$ cat config.mk
export PLATFORM = sky130hd
export DESIGN_NAME = pixel_color_blender
export DESIGN_NICKNAME = d
export VERILOG_FILES = /design/src/hdl/pcb_pkg.sv /design/src/hdl/pcb_select.sv /design/src/hdl/pcb_mult.sv /design/src/hdl/pcb_sum.sv /design/src/hdl/pixel_color_blender.sv
export SDC_FILE = /design/constraint.sdc
export NUM_CORES = 1
export LEC_CHECK = 0
export BUFFER_PORTS_ARGS = -buffer_cell sky130_fd_sc_hd__buf_2
export CORE_MARGIN = 8
export CORE_UTILIZATION = 57
export CTS_BUF_LIST = sky130_fd_sc_hd__clkbuf_16
export CTS_CLUSTER_SIZE = 8
export DETAILED_ROUTE_END_ITERATION = 12
export HOLD_SLACK_MARGIN = 0.05
export PLACE_DENSITY = 0.78
export REMOVE_ABC_BUFFERS = 1
export SLEW_MARGIN = 15
export SYNTH_ARGS = -nofsm -noshare
export SYNTH_HDL_FRONTEND = slang
export SYNTH_SLANG_ARGS = --single-unit
$ cat constraint.sdc
create_clock -name clk -period 4.7 [get_ports clk]
set_clock_uncertainty 0.2 [all_clocks]
set_input_delay 0.235 -clock clk [delete_from_list [all_inputs] [get_ports clk]]
set_output_delay 0.235 -clock clk [all_outputs]
set_load 0.05 [all_outputs]
$ cat src/hdl/pcb_pkg.sv
// ----------------------------------------------------------------------------
// pcb_pkg
// Shared types and codes of the pixel color blender: beat structs, stage
// structs, configuration layout and operand select codes.
// ----------------------------------------------------------------------------
package pcb_pkg;

	// Channel vector: [3] red, [2] green, [1] blue, [0] alpha.
	typedef logic [3:0][7:0] rgba_t;

	// Input beat.
	typedef struct packed {
		logic [7:0] comb_red;
		logic [7:0] comb_green;
		logic [7:0] comb_blue;
		logic [7:0] comb_alpha;
		logic [7:0] fb_red;
		logic [7:0] fb_green;
		logic [7:0] fb_blue;
		logic [7:0] fb_alpha;
		logic [7:0] shade_alpha;
		logic [7:0] coverage;
		logic       cycle_sel;
	} pix_in_t;

	// Result beat.
	typedef struct packed {
		logic [7:0] out_red;
		logic [7:0] out_green;
		logic [7:0] out_blue;
		logic [7:0] out_alpha;
	} pix_out_t;

	// Configuration register file contents.
	typedef struct packed {
		logic [15:0] blender_mux;
		logic [31:0] fog_color;
		logic [31:0] blend_color;
		logic        force_blend;
	} cfg_t;

	// Register indexes of the configuration port.
	localparam logic [1:0] REG_BLENDER_MUX = 2'd0;
	localparam logic [1:0] REG_FOG_COLOR   = 2'd1;
	localparam logic [1:0] REG_BLEND_COLOR = 2'd2;
	localparam logic [1:0] REG_FORCE_BLEND = 2'd3;

	// P and M color source codes.
	localparam logic [1:0] COL_COMB  = 2'd0;
	localparam logic [1:0] COL_FB    = 2'd1;
	localparam logic [1:0] COL_BLEND = 2'd2;
	localparam logic [1:0] COL_FOG   = 2'd3;

	// A weight source codes.
	localparam logic [1:0] WA_COMB  = 2'd0;
	localparam logic [1:0] WA_FOG   = 2'd1;
	localparam logic [1:0] WA_SHADE = 2'd2;
	localparam logic [1:0] WA_ZERO  = 2'd3;

	// B weight source codes.
	localparam logic [1:0] WB_INV_A = 2'd0;
	localparam logic [1:0] WB_CVG   = 2'd1;
	localparam logic [1:0] WB_FULL  = 2'd2;
	localparam logic [1:0] WB_ZERO  = 2'd3;

	// Fixed-point constants.
	localparam int          WGT_SHIFT = 5;
	localparam int          ALPHA_SHIFT = 3;
	localparam logic [4:0]  WGT_MAX = 5'h1F;
	localparam logic [7:0]  CH_MAX = 8'd255;

	// Stage 1: operands chosen.
	typedef struct packed {
		logic       valid;
		logic       pass;
		rgba_t      p;
		rgba_t      m;
		logic [4:0] a;
		logic [7:0] b;
	} stage1_t;

	// Stage 2: products formed.
	typedef struct packed {
		logic             valid;
		logic             pass;
		rgba_t            p;
		logic [3:0][12:0] pa;
		logic [3:0][15:0] mb;
	} stage2_t;

endpackage

$ cat src/hdl/pcb_select.sv
// ----------------------------------------------------------------------------
// pcb_select
// First stage: decodes the mux codes of the chosen cycle and registers the
// P and M colors and the A and B weights.
// ----------------------------------------------------------------------------
module pcb_select
	import pcb_pkg::*;
(
	input  logic    clk,
	input  logic    arst_n,
	input  logic    load,
	input  pix_in_t pixel_in,
	input  cfg_t    cfg,
	output stage1_t stage1
);

	rgba_t      comb;
	rgba_t      fb;
	logic [1:0] code_p;
	logic [1:0] code_a;
	logic [1:0] code_m;
	logic [1:0] code_b;
	rgba_t      p_sel;
	rgba_t      m_sel;
	logic [4:0] a_sel;
	logic [7:0] b_sel;

	function automatic rgba_t pick_color(input logic [1:0] code, input rgba_t c,
		input rgba_t f, input logic [31:0] blend, input logic [31:0] fog);
		rgba_t r;
		case (code)
			COL_COMB:  r = c;
			COL_FB:    r = f;
			COL_BLEND: r = blend;
			COL_FOG:   r = fog;
			default:   r = fog;
		endcase
		return r;
	endfunction

	// Gather the two input colors in register layout.
	assign comb = {pixel_in.comb_red, pixel_in.comb_green, pixel_in.comb_blue,
		pixel_in.comb_alpha};
	assign fb = {pixel_in.fb_red, pixel_in.fb_green, pixel_in.fb_blue, pixel_in.fb_alpha};

	// The cycle select picks the upper or lower code of each pair.
	assign code_p = pixel_in.cycle_sel ? cfg.blender_mux[13:12] : cfg.blender_mux[15:14];
	assign code_a = pixel_in.cycle_sel ? cfg.blender_mux[9:8]   : cfg.blender_mux[11:10];
	assign code_m = pixel_in.cycle_sel ? cfg.blender_mux[5:4]   : cfg.blender_mux[7:6];
	assign code_b = pixel_in.cycle_sel ? cfg.blender_mux[1:0]   : cfg.blender_mux[3:2];

	assign p_sel = pick_color(code_p, comb, fb, cfg.blend_color, cfg.fog_color);
	assign m_sel = pick_color(code_m, comb, fb, cfg.blend_color, cfg.fog_color);

	// A weight: an alpha reduced to five bits, or zero.
	always_comb begin
		case (code_a)
			WA_COMB:  a_sel = pixel_in.comb_alpha[7:ALPHA_SHIFT];
			WA_FOG:   a_sel = cfg.fog_color[7:ALPHA_SHIFT];
			WA_SHADE: a_sel = pixel_in.shade_alpha[7:ALPHA_SHIFT];
			WA_ZERO:  a_sel = 5'd0;
			default:  a_sel = 5'd0;
		endcase
	end

	// B weight: inverse of A, the coverage, the maximum weight, or zero.
	always_comb begin
		case (code_b)
			WB_INV_A: b_sel = {3'd0, ~a_sel};
			WB_CVG:   b_sel = pixel_in.coverage;
			WB_FULL:  b_sel = {3'd0, WGT_MAX};
			WB_ZERO:  b_sel = 8'd0;
			default:  b_sel = 8'd0;
		endcase
	end

	// Stage register: valid bit and payload.
	always_ff @(posedge clk or negedge arst_n) begin
		if (!arst_n) begin
			stage1 <= '0;
		end else begin
			stage1.valid <= load;
			stage1.pass  <= ~cfg.force_blend;
			stage1.p     <= p_sel;
			stage1.m     <= m_sel;
			stage1.a     <= a_sel;
			stage1.b     <= b_sel;
		end
	end

endmodule

$ cat src/hdl/pcb_mult.sv
// ----------------------------------------------------------------------------
// pcb_mult
// Second stage: forms the P*A and M*B products of all four channels.
// ----------------------------------------------------------------------------
module pcb_mult
	import pcb_pkg::*;
(
	input  logic    clk,
	input  logic    arst_n,
	input  stage1_t stage1,
	output stage2_t stage2
);

	logic [3:0][12:0] pa_prod;
	logic [3:0][15:0] mb_prod;

	// One small multiplier pair per channel.
	always_comb begin
		for (int i = 0; i < 4; i++) begin
			pa_prod[i] = 13'(stage1.p[i]) * 13'(stage1.a);
			mb_prod[i] = 16'(stage1.m[i]) * 16'(stage1.b);
		end
	end

	// Stage register: valid bit and payload.
	always_ff @(posedge clk or negedge arst_n) begin
		if (!arst_n) begin
			stage2 <= '0;
		end else begin
			stage2.valid <= stage1.valid;
			stage2.pass  <= stage1.pass;
			stage2.p     <= stage1.p;
			stage2.pa    <= pa_prod;
			stage2.mb    <= mb_prod;
		end
	end

endmodule

$ cat src/hdl/pcb_sum.sv
// ----------------------------------------------------------------------------
// pcb_sum
// Third stage: adds the products, scales and saturates each channel (or passes
// the P color through), and holds the result beat with its strobe.
// ----------------------------------------------------------------------------
module pcb_sum
	import pcb_pkg::*;
(
	input  logic     clk,
	input  logic     arst_n,
	input  stage2_t  stage2,
	output logic     done,
	output pix_out_t result
);

	logic [3:0][16:0] sum;
	rgba_t            blended;
	rgba_t            chan;

	// Sum, drop the fraction, clamp at full scale.
	always_comb begin
		for (int i = 0; i < 4; i++) begin
			sum[i] = 17'(stage2.pa[i]) + 17'(stage2.mb[i]);
			blended[i] = (|sum[i][16:13]) ? CH_MAX : sum[i][12:WGT_SHIFT];
		end
	end

	// With blending off the P color goes out untouched.
	assign chan = stage2.pass ? stage2.p : blended;

	// Result strobe.
	always_ff @(posedge clk or negedge arst_n) begin
		if (!arst_n) begin
			done <= 1'b0;
		end else begin
			done <= stage2.valid;
		end
	end

	// Result register.
	always_ff @(posedge clk) begin
		result.out_red   <= chan[3];
		result.out_green <= chan[2];
		result.out_blue  <= chan[1];
		result.out_alpha <= chan[0];
	end

endmodule

$ cat src/hdl/pixel_color_blender.sv
// ----------------------------------------------------------------------------
// pixel_color_blender
// Fixed-point alpha blender: one RGBA pixel per beat, three pipeline stages.
// ----------------------------------------------------------------------------
// Usage:
// An input beat is taken at a rising edge with start high and busy low.
// Busy stays low, so a new pixel can enter on every clock: the rate is one
// pixel per cycle, set by the three-stage pipeline (operand select, the
// per-channel multipliers, then add and saturate).
// The result beat appears on result with done high for exactly one cycle,
// after the stage 1, stage 2 and result registers; results leave in input order.
// The receiver cannot stall the block, and none is needed, since every
// stage advances on every clock.
// Configuration registers are written through cfg_we, cfg_index and
// cfg_data with no wait; they should change only while no pixel is in
// flight. Register 0 is the blender mux, 1 the fog color, 2 the blend
// color and 3 the force-blend bit.
// Reset clears all configuration registers and the stage valid bits, so
// pixels in flight are dropped and done stays low until new beats arrive.
// ----------------------------------------------------------------------------
module pixel_color_blender
	import pcb_pkg::*;
(
	input  logic        clk,
	input  logic        arst_n,
	input  logic        start,
	output logic        busy,
	input  pix_in_t     pixel_in,
	output logic        done,
	output pix_out_t    result,
	input  logic        cfg_we,
	input  logic [1:0]  cfg_index,
	input  logic [31:0] cfg_data
);

	logic    accept;
	cfg_t    cfg_q;
	stage1_t stage1;
	stage2_t stage2;

	// The pipeline never holds off a beat.
	assign busy   = 1'b0;
	assign accept = start & ~busy;

	// Configuration registers.
	always_ff @(posedge clk or negedge arst_n) begin
		if (!arst_n) begin
			cfg_q <= '0;
		end else if (cfg_we) begin
			case (cfg_index)
				REG_BLENDER_MUX: cfg_q.blender_mux <= cfg_data[15:0];
				REG_FOG_COLOR:   cfg_q.fog_color   <= cfg_data;
				REG_BLEND_COLOR: cfg_q.blend_color <= cfg_data;
				REG_FORCE_BLEND: cfg_q.force_blend <= cfg_data[0];
				default:         cfg_q <= cfg_q;
			endcase
		end
	end

	pcb_select u_select (
		.clk      (clk),
		.arst_n   (arst_n),
		.load     (accept),
		.pixel_in (pixel_in),
		.cfg      (cfg_q),
		.stage1   (stage1)
	);

	pcb_mult u_mult (
		.clk    (clk),
		.arst_n (arst_n),
		.stage1 (stage1),
		.stage2 (stage2)
	);

	pcb_sum u_sum (
		.clk    (clk),
		.arst_n (arst_n),
		.stage2 (stage2),
		.done   (done),
		.result (result)
	);

	// Every accepted beat yields its result after the stage 1, stage 2 and result registers.
	assert property (@(posedge clk) disable iff (!arst_n)
		accept |-> ##3 done)
		else $error("accepted beat produced no result");

	// No result appears without an accepted beat that produced it.
	assert property (@(posedge clk) disable iff (!arst_n)
		done |-> $past(accept, 3))
		else $error("result without a matching input beat");

	// The first stage hands every valid beat on to the second.
	assert property (@(posedge clk) disable iff (!arst_n)
		stage1.valid |=> stage2.valid)
		else $error("beat lost between select and multiply");

	// With blending off, a valid pass-through beat leaves the red and alpha of its P color intact.
	assert property (@(posedge clk) disable iff (!arst_n)
		(stage2.valid && stage2.pass) |=>
			(result.out_red == $past(stage2.p[3]) &&
			result.out_alpha == $past(stage2.p[0])))
		else $error("pass-through pixel altered");

endmodule
-- After elaboration in Yosys (flattened, before gate mapping)
Cells that the tools add are included.
- add/subtract/negate cells: 4
- multiply operators: 8
- eq/ne operators: 15
- muxes and demuxes: 13
- bitwise gates (word level): 2
- reductions and logical operators: 13
- operator list (cell ; count):
    $pmux 32 s4 ; 2
    $add 13x16->17 ; 4
    $mul 8x8->16 ; 4
    $mul 8x5->13 ; 4
    $mux 32 ; 1
    $mux 8 ; 4
    $pmux 8 s4 ; 1
    $eq 2x2->1 const B ; 10
    $pmux 5 s4 ; 1
    $reduce_or 4->1 ; 4
    $eq 2x1->1 const B ; 5
    $logic_not 2->1 ; 5
    $mux 2 ; 4
    $reduce_and 2->1 ; 4
    $not 5->5 ; 1
    $not 1->1 ; 1
- register bits: 343

-- Logic depth before layout (Yosys ltp)
Gate-level depths: netlist of run 1.
- depth in word-level cells: 5
- gate-level depth with buffers: 18
- mapped depth without buffers: 17

-- Modules after synthesis
From an unflattened synthesis of run 1, not the netlist that was laid out.
- cells, all modules: 2477
- area total of the unflattened synthesis: 26963.4 sq um
- by module, submodules not included (module ; instances ; cells an instance ; area each (sq um) ; sequential area each (sq um)):
    pcb_mult ; 1 ; 1749 ; 17102.7 ; 3753.6
    pcb_select ; 1 ; 218 ; 3978.8 ; 1976.9
    pixel_color_blender ; 1 ; 175 ; 3079.2 ; 2026.9
    pcb_sum ; 1 ; 335 ; 2802.7 ; 665.6

-- Worst setup path after synthesis of run 1
Ideal clock, no wire load.
- path type: flip-flop to flip-flop
- start point: register u_select.stage1[2] (netlist name)
- end point: register u_mult.stage2[63] (netlist name)
- arrival: 4.486 ns
- data required time: 4.375 ns
- setup slack: -0.111 ns
- stages on the path, launching flop included: 19
- buffers on the path: 1
- clock period less this slack: 4.811 ns
- cell sequence: dfrtp_1 -> clkbuf_1 -> and2_1 -> fa_1 -> inv_1 -> fa_1 -> inv_1 -> fa_1 -> inv_1 -> fa_1 -> inv_1 -> ha_1 -> o21a_1 -> o31a_1 -> o211ai_1 -> a21oi_1 -> a2111oi_0 -> a21oi_1 -> xnor2_1

==> results of run 1 <==
[worst min path at each step]
stage / to / start / cells after the start
after floorplan: cfg_q[0] / arst_n / 0
after global placement: u_sum.done / u_mult.stage2[149] / 0
after detailed placement: u_mult.stage2[149] / u_select.stage1[78] / 0
after CTS: u_select.stage1[78] / start / 2
after global routing: u_select.stage1[78] / start / 2
final: u_select.stage1[78] / start / 2
[stage by stage]
| step | setup TNS [ns] | std cells | area (um^2) | setup slack [ns] | hold WS (ns) |
|---|---|---|---|---|---|
| 2_1_floorplan | -0.280 | 2311 | 26000 | -0.180 | -0.261 |
| 3_3_place_gp | -0.115 | 3128 | 28100 | -0.115 | 0.133 |
| 3_5_place_dp | -0.347 | 3128 | 28100 | -0.205 | 0.137 |
| 4_1_cts | 0 | 3376 | 31100 | 0.00170 | 0.0913 |
| 5_1_grt | -0.202 | 3386 | 31500 | -0.0604 | 0.117 |
| 6_report | 0 | 3386 | 31500 | 0.0629 | 0.119 |
[placed cells by master, fill, tap and decap left out, drive strengths merged, types with 51 or more instances in the layout]
master / count
ha: 276
buf: 229
a21oi: 79
and2: 314
inv: 353
mux4: 64
dfrtp: 311
fa: 216
nor2: 64
nand2: 144
dlygate4sd3: 152
xnor2: 72
mux2: 82
clkbuf: 51
[per-layer routing]
metal | GRT usage [%] | vias up | wire length (um)
met1 | 31.9 | 9739 | 26900
met2 | 45.6 | 602 | 34400
li1 | - | 8676 | -
met5 | 0 | - | 11
met3 | 5.20 | 127 | 4540
met4 | 9.17 | 2 | 2190
[timing repair]
item / 4_1_cts / 5_1_grt
buffers inserted: 4 / 8
resized for setup: 6 / 57
pin swaps: 4 / 30
endpoints found under the setup margin: 6 / 15
hold buffers: 152 / 0
endpoints found under the hold margin: 272 / 0
[cell families (layout without fill, tap and decap cells)]
group                    after synthesis  count (layout)  synth area share [%]
adder cells (fa/ha/maj)              492             492                  29.7
AND/OR/NAND/NOR                      655             655                  13.6
multiplexers                         158             158                  9.48
other                                  1               3                0.0143
flip-flops                           343             343                  32.1
buffers and inverters                378             787                  5.45
XOR/XNOR                              93              93                  3.11
AO/OA/AOI/OAI                        255             255                  6.59
[cells in the mapped netlist, drive strengths merged (21+ instances only)]
cell type,count
dfrtp,311
a21oi,79
and2,314
clkbuf,50
inv,314
nor2,64
dfxtp,32
fa,216
nor3,24
mux4,64
mux2,82
ha,276
o21ai,38
xnor2,72
nand2,144
xor2,21
o22a,22
[registers in the layout (all words and copies together) (netlist names)]
signal and count:
u_sum.done 1, cfg_q 81, u_sum.result 32, u_select.stage1 79, u_mult.stage2 150
[final cells by class]
| class | count | area [um^2] |
|---|---|---|
| Inverter | 314 | 1180 |
| Clock inverter | 41 | 160 |
| Timing Repair Buffer | 381 | 2970 |
| Tap cell | 600 | 751 |
| Antenna cell | 2 | 5.00 |
| Multi-Input combinational cell | 1654 | 16700 |
| Clock buffer | 51 | 1280 |
| Sequential cell | 343 | 8440 |
| Fill cell | 3222 | 13900 |
==> out/results.ini, run 1 <==
[clock_network]
htree_levels=2
clockBufferDepth=3
numCtsBuffers=49
clk_pin_slew_ns=0.05
cts_tree=yes
insertion_delay_ns=0.59
cts_sinks=343
cts_root_buf=clkbuf_16

[logic_synthesis]
synth_area_per_cell_um2=11.0
synth-seq-cells=343
yosys.area.top_type=dfrtp_1
postSynthCellCount=2375
synth_ff_type=dfrtp_1
async_flop_share_pct=90.7
ys_types=68
syn-cell-area_um2=26200
synthTopCellsByArea=dfrtp_1 (30%), fa_1 (16%), ha_1 (13%)
synth-seq-area-share_pct=32.1
synth_enable_flop_cells=0
ys_warn_count=0
synth_top_area_share_pct=29.7

[route]
dr.pass1.iters=5
drt_wl_total_mm=68.0
vias=19100
via_per_inst=5.65
drc=0
wl_per_cell_um=20.1
drt_first_iter_violations=1073
detail-route-antenna-nets=0

[critical_path]
critPathRequiredTime_ns=4.99
rr_worst_depth=14
r2r_slack_ns=0.06
critPathLaunchType=flop
cp.depth=14
arrival_ns=4.93
cp.buffers_inverters=4
cp_max_fo=11
cp-end-kind=flop
crit_type=flop to flop
rr_endpoint=u_mult.stage2[44]
slowest_delay_ns=0.54
crit_path_end=u_mult.stage2[44]
slowest_stage=fa_1
crit-reg2reg-launch=u_select.stage1[2]
crit_chain=buf_4, buf_4, and2_1, fa_1, fa_1, fa_1, inv_1, fa_1, inv_1, ha_1, nor3_1, o41ai_2, a21oi_1, xnor2_1
startpoint=u_select.stage1[2]
crit_family=adder cells
crit_top_cell=fa_1

[sta]
hold_viol_final=0
timing.final.crit_share_pct=98.7
worst_pin_slew_ns=1.17
rsz0062_at_grt=yes
setup_violations=0
relSlewSlack_pct=20.7
fmax_mhz=216
period_minus_slack_ns=4.64
final-max-slew-violation-count=0

[cells_and_area]
layout-drive-gt1-share_pct=16.2
final_util_pct=69.3
fin_nets=3354
area_delta_synth_final_pct=20.0

[grt]
antenna_found_initial=4
grt_pass1_wl_mm=111
grtUsageTotal_pct=26.1
grt_pass1_vias=21200
grt_overflow_total=0
grt_max_degree=116

[floorplan]
initial_utilization_pct=57.8
die_w_um=230
ios=153
fp.coreArea_um2=45400
die-area_um2=53100
rows=78
die_y_um=230

[outcome]
outcome=finished clean

[placement]
io_buffers=148
routabilityCongestion=0.904
dp_hpwl_mm=47.4

[run]
drv_cap=0

[min_path]
hp-class=input port to flop

Power of run 1 is left out: the tool's default activity adds up to more than one toggle a clock period on the data nets, which glitch-free logic cannot reach.
==> run 2, diff against run 1 <==
CORE_UTILIZATION = 23   (was 57)
PLACE_DENSITY = 0.38   (was 0.78)
==> out/results.ini, run 2 (synthesized netlist as in run 1, its figures left out) <==
[outcome]
outcome=finished clean  ; unchanged

[critical_path]
crit_type=flop to flop  ; unchanged
cp-end-kind=flop  ; unchanged
crit_family=adder cells  ; unchanged
r2r_slack_ns=0.06  ; about the same
slowest_stage=fa_1  ; unchanged
critPathRequiredTime_ns=4.98  ; was 4.99 ns
cp.buffers_inverters=5  ; was 4
critPathLaunchType=flop  ; unchanged
cp_max_fo=8  ; was 11
slowest_delay_ns=0.48  ; was 0.54 ns
crit_chain=buf_12, buf_4, and2_1, fa_2, fa_1, ha_1, inv_1, fa_1, inv_1, ha_1, nor2b_1, o31a_1, o211ai_1, a21oi_2, a2111oi_2, buf_4, a21oi_2, xnor2_1  ; was buf_4, buf_4, and2_1, fa_1, fa_1, fa_1, inv_1, fa_1, inv_1, ha_1, nor3_1, o41ai_2, a21oi_1, xnor2_1
arrival_ns=4.92  ; was 4.93 ns

[clock_network]
htree_levels=2  ; unchanged
insertion_delay_ns=0.60  ; was 0.59 ns
cts_root_buf=clkbuf_16  ; unchanged
cts_tree=yes  ; unchanged
clockBufferDepth=3  ; unchanged
numCtsBuffers=51  ; was 49
cts_sinks=343  ; unchanged
clk_pin_slew_ns=0.06  ; was 0.05 ns

[sta]
period_minus_slack_ns=4.64  ; about the same
setup_ws_ns=0.0637  ; was 0.0629 ns
timing.final.crit_share_pct=98.6  ; was 98.7%
rsz0062_at_grt=yes  ; unchanged
holdWs_ns=0.0572  ; was 0.119 ns
final-max-slew-violation-count=0  ; unchanged
hold_viol_final=0  ; unchanged
worst_pin_slew_ns=1.13  ; was 1.17 ns
fmax_mhz=216  ; about the same
setup_violations=0  ; unchanged
relSlewSlack_pct=23.1  ; was 20.7%

[cells_and_area]
layout-drive-gt1-share_pct=17.5  ; was 16.2%
top_regs=u_mult.stage2 (150), cfg_q (81), u_select.stage1 (79)  ; unchanged
area_delta_synth_final_pct=26.1  ; was 20.0%
regMostFlops=u_mult.stage2  ; unchanged
most-common-layout-cells=inv_1 (346), and2_1 (309), dfrtp_1 (300)  ; was inv_1 (351), and2_1 (312), dfrtp_1 (300)
final_common_cell=inv_1  ; unchanged
largest_reg_flops=150  ; unchanged
fin_nets=3394  ; was 3354

[placement]
io_buffers=148  ; unchanged
dp_hpwl_mm=58.6  ; was 47.4 mm
routabilityCongestion=0.785  ; was 0.904
pre_cts_slack_ns=-0.0654  ; was -0.205 ns

[floorplan]
initial_utilization_pct=23.1  ; was 57.8%
die_w_um=354  ; was 230 um
fp.coreArea_um2=114000  ; was 45400 um^2
rows=124  ; was 78
die_y_um=354  ; was 230 um
ios=153  ; unchanged
die-area_um2=125000  ; was 53100 um^2

[run]
drv_cap=0  ; unchanged

[grt]
grt_max_degree=94  ; was 116
antenna_found_initial=10  ; was 4
grt_pass1_vias=20400  ; was 21200
grt_pass1_wl_mm=120  ; was 111 mm
grt_overflow_total=0  ; unchanged
grtUsageTotal_pct=12.1  ; was 26.1%

[route]
wl_per_cell_um=17.6  ; was 20.1 um
detail-route-antenna-nets=0  ; unchanged
drc=0  ; unchanged
via_per_inst=4.31  ; was 5.65
drt_first_iter_violations=835  ; was 1073
vias=18700  ; was 19100
drt_wl_total_mm=76.5  ; was 68.0 mm
dr.pass1.iters=4  ; was 5

[min_path]
hp-class=input port to asynchronous set/reset pin  ; was input port to flop

[run 2: what timing repair did]
action / 4_1_cts / 5_1_grt
hold endpoints to repair: 249 / 0
setup buffers: 2 / 8
pin swaps: 3 / 26
gates resized for setup: 11 / 69
hold buffers: 154 / 0
endpoints found under the setup margin: 6 / 21
gates cloned: 0 / 1
[run 2: through the flow]
step | util (%) | area [um^2] | cells | TNS (ns)
floorplan | - | 26000 | 2311 | -0.280
detailed placement | 26.0 | 29600 | 4078 | -0.187
global placement | 26.0 | 29600 | 4078 | -0.158
CTS | 28.7 | 32700 | 4330 | 0
finish | 29.1 | 33100 | 4345 | 0
global route | 29.1 | 33000 | 4339 | -0.464
[run 2: layer usage]
| layer | global-route usage, % | share of wire (%) | vias to the layer above | wire, um |
|---|---|---|---|---|
| li1 | - | - | 8760 | - |
| met1 | 17.3 | 49 | 9490 | 37500 |
| met2 | 18.3 | 43 | 370 | 33100 |
| met3 | 2.83 | 5.5 | 85 | 4200 |
| met4 | 3.23 | 2.2 | 2 | 1710 |
| met5 | 0 | 0.017 | - | 13 |
[run 2: area by class of cell]
type,instances,area (um^2)
antenna,7,17.5
clock buffer,53,1330
clock inverter,43,183
fill,11700,80700
inverter,314,1180
multi-input combinational,1654,16700
sequential,343,8440
tap,1512,1890
timing repair buffer,419,3330
[run 2: path summary, 6_finish.rpt]
path,startpoint,to,cells after the start
setup / recovery,u_select.stage1[3],u_mult.stage2[63],18
hold / removal,arst_n,u_select.stage1[52],2
setup reg to reg,u_select.stage1[3],u_mult.stage2[63],18
hold reg to reg,u_select.stage1[77],u_mult.stage2[148],0
max in group asynchronous,arst_n,u_select.stage1[62],3
min in group clk,u_select.stage1[77],u_mult.stage2[148],0
[run 2: worst reg2reg max path, stage by stage, from the launching register on]
cell       delay (ns)
dfrtp_2          0.44
buf_12           0.15
buf_4            0.13
and2_1           0.16
fa_2             0.36
fa_1             0.48
ha_1             0.29
inv_1            0.04
fa_1             0.48
inv_1            0.04
ha_1             0.28
nor2b_1          0.14
o31a_1           0.26
o211ai_1         0.27
a21oi_2          0.10
a2111oi_2        0.35
buf_4            0.18
a21oi_2          0.05
xnor2_1          0.12
Power of run 2 is left out for the same reason.
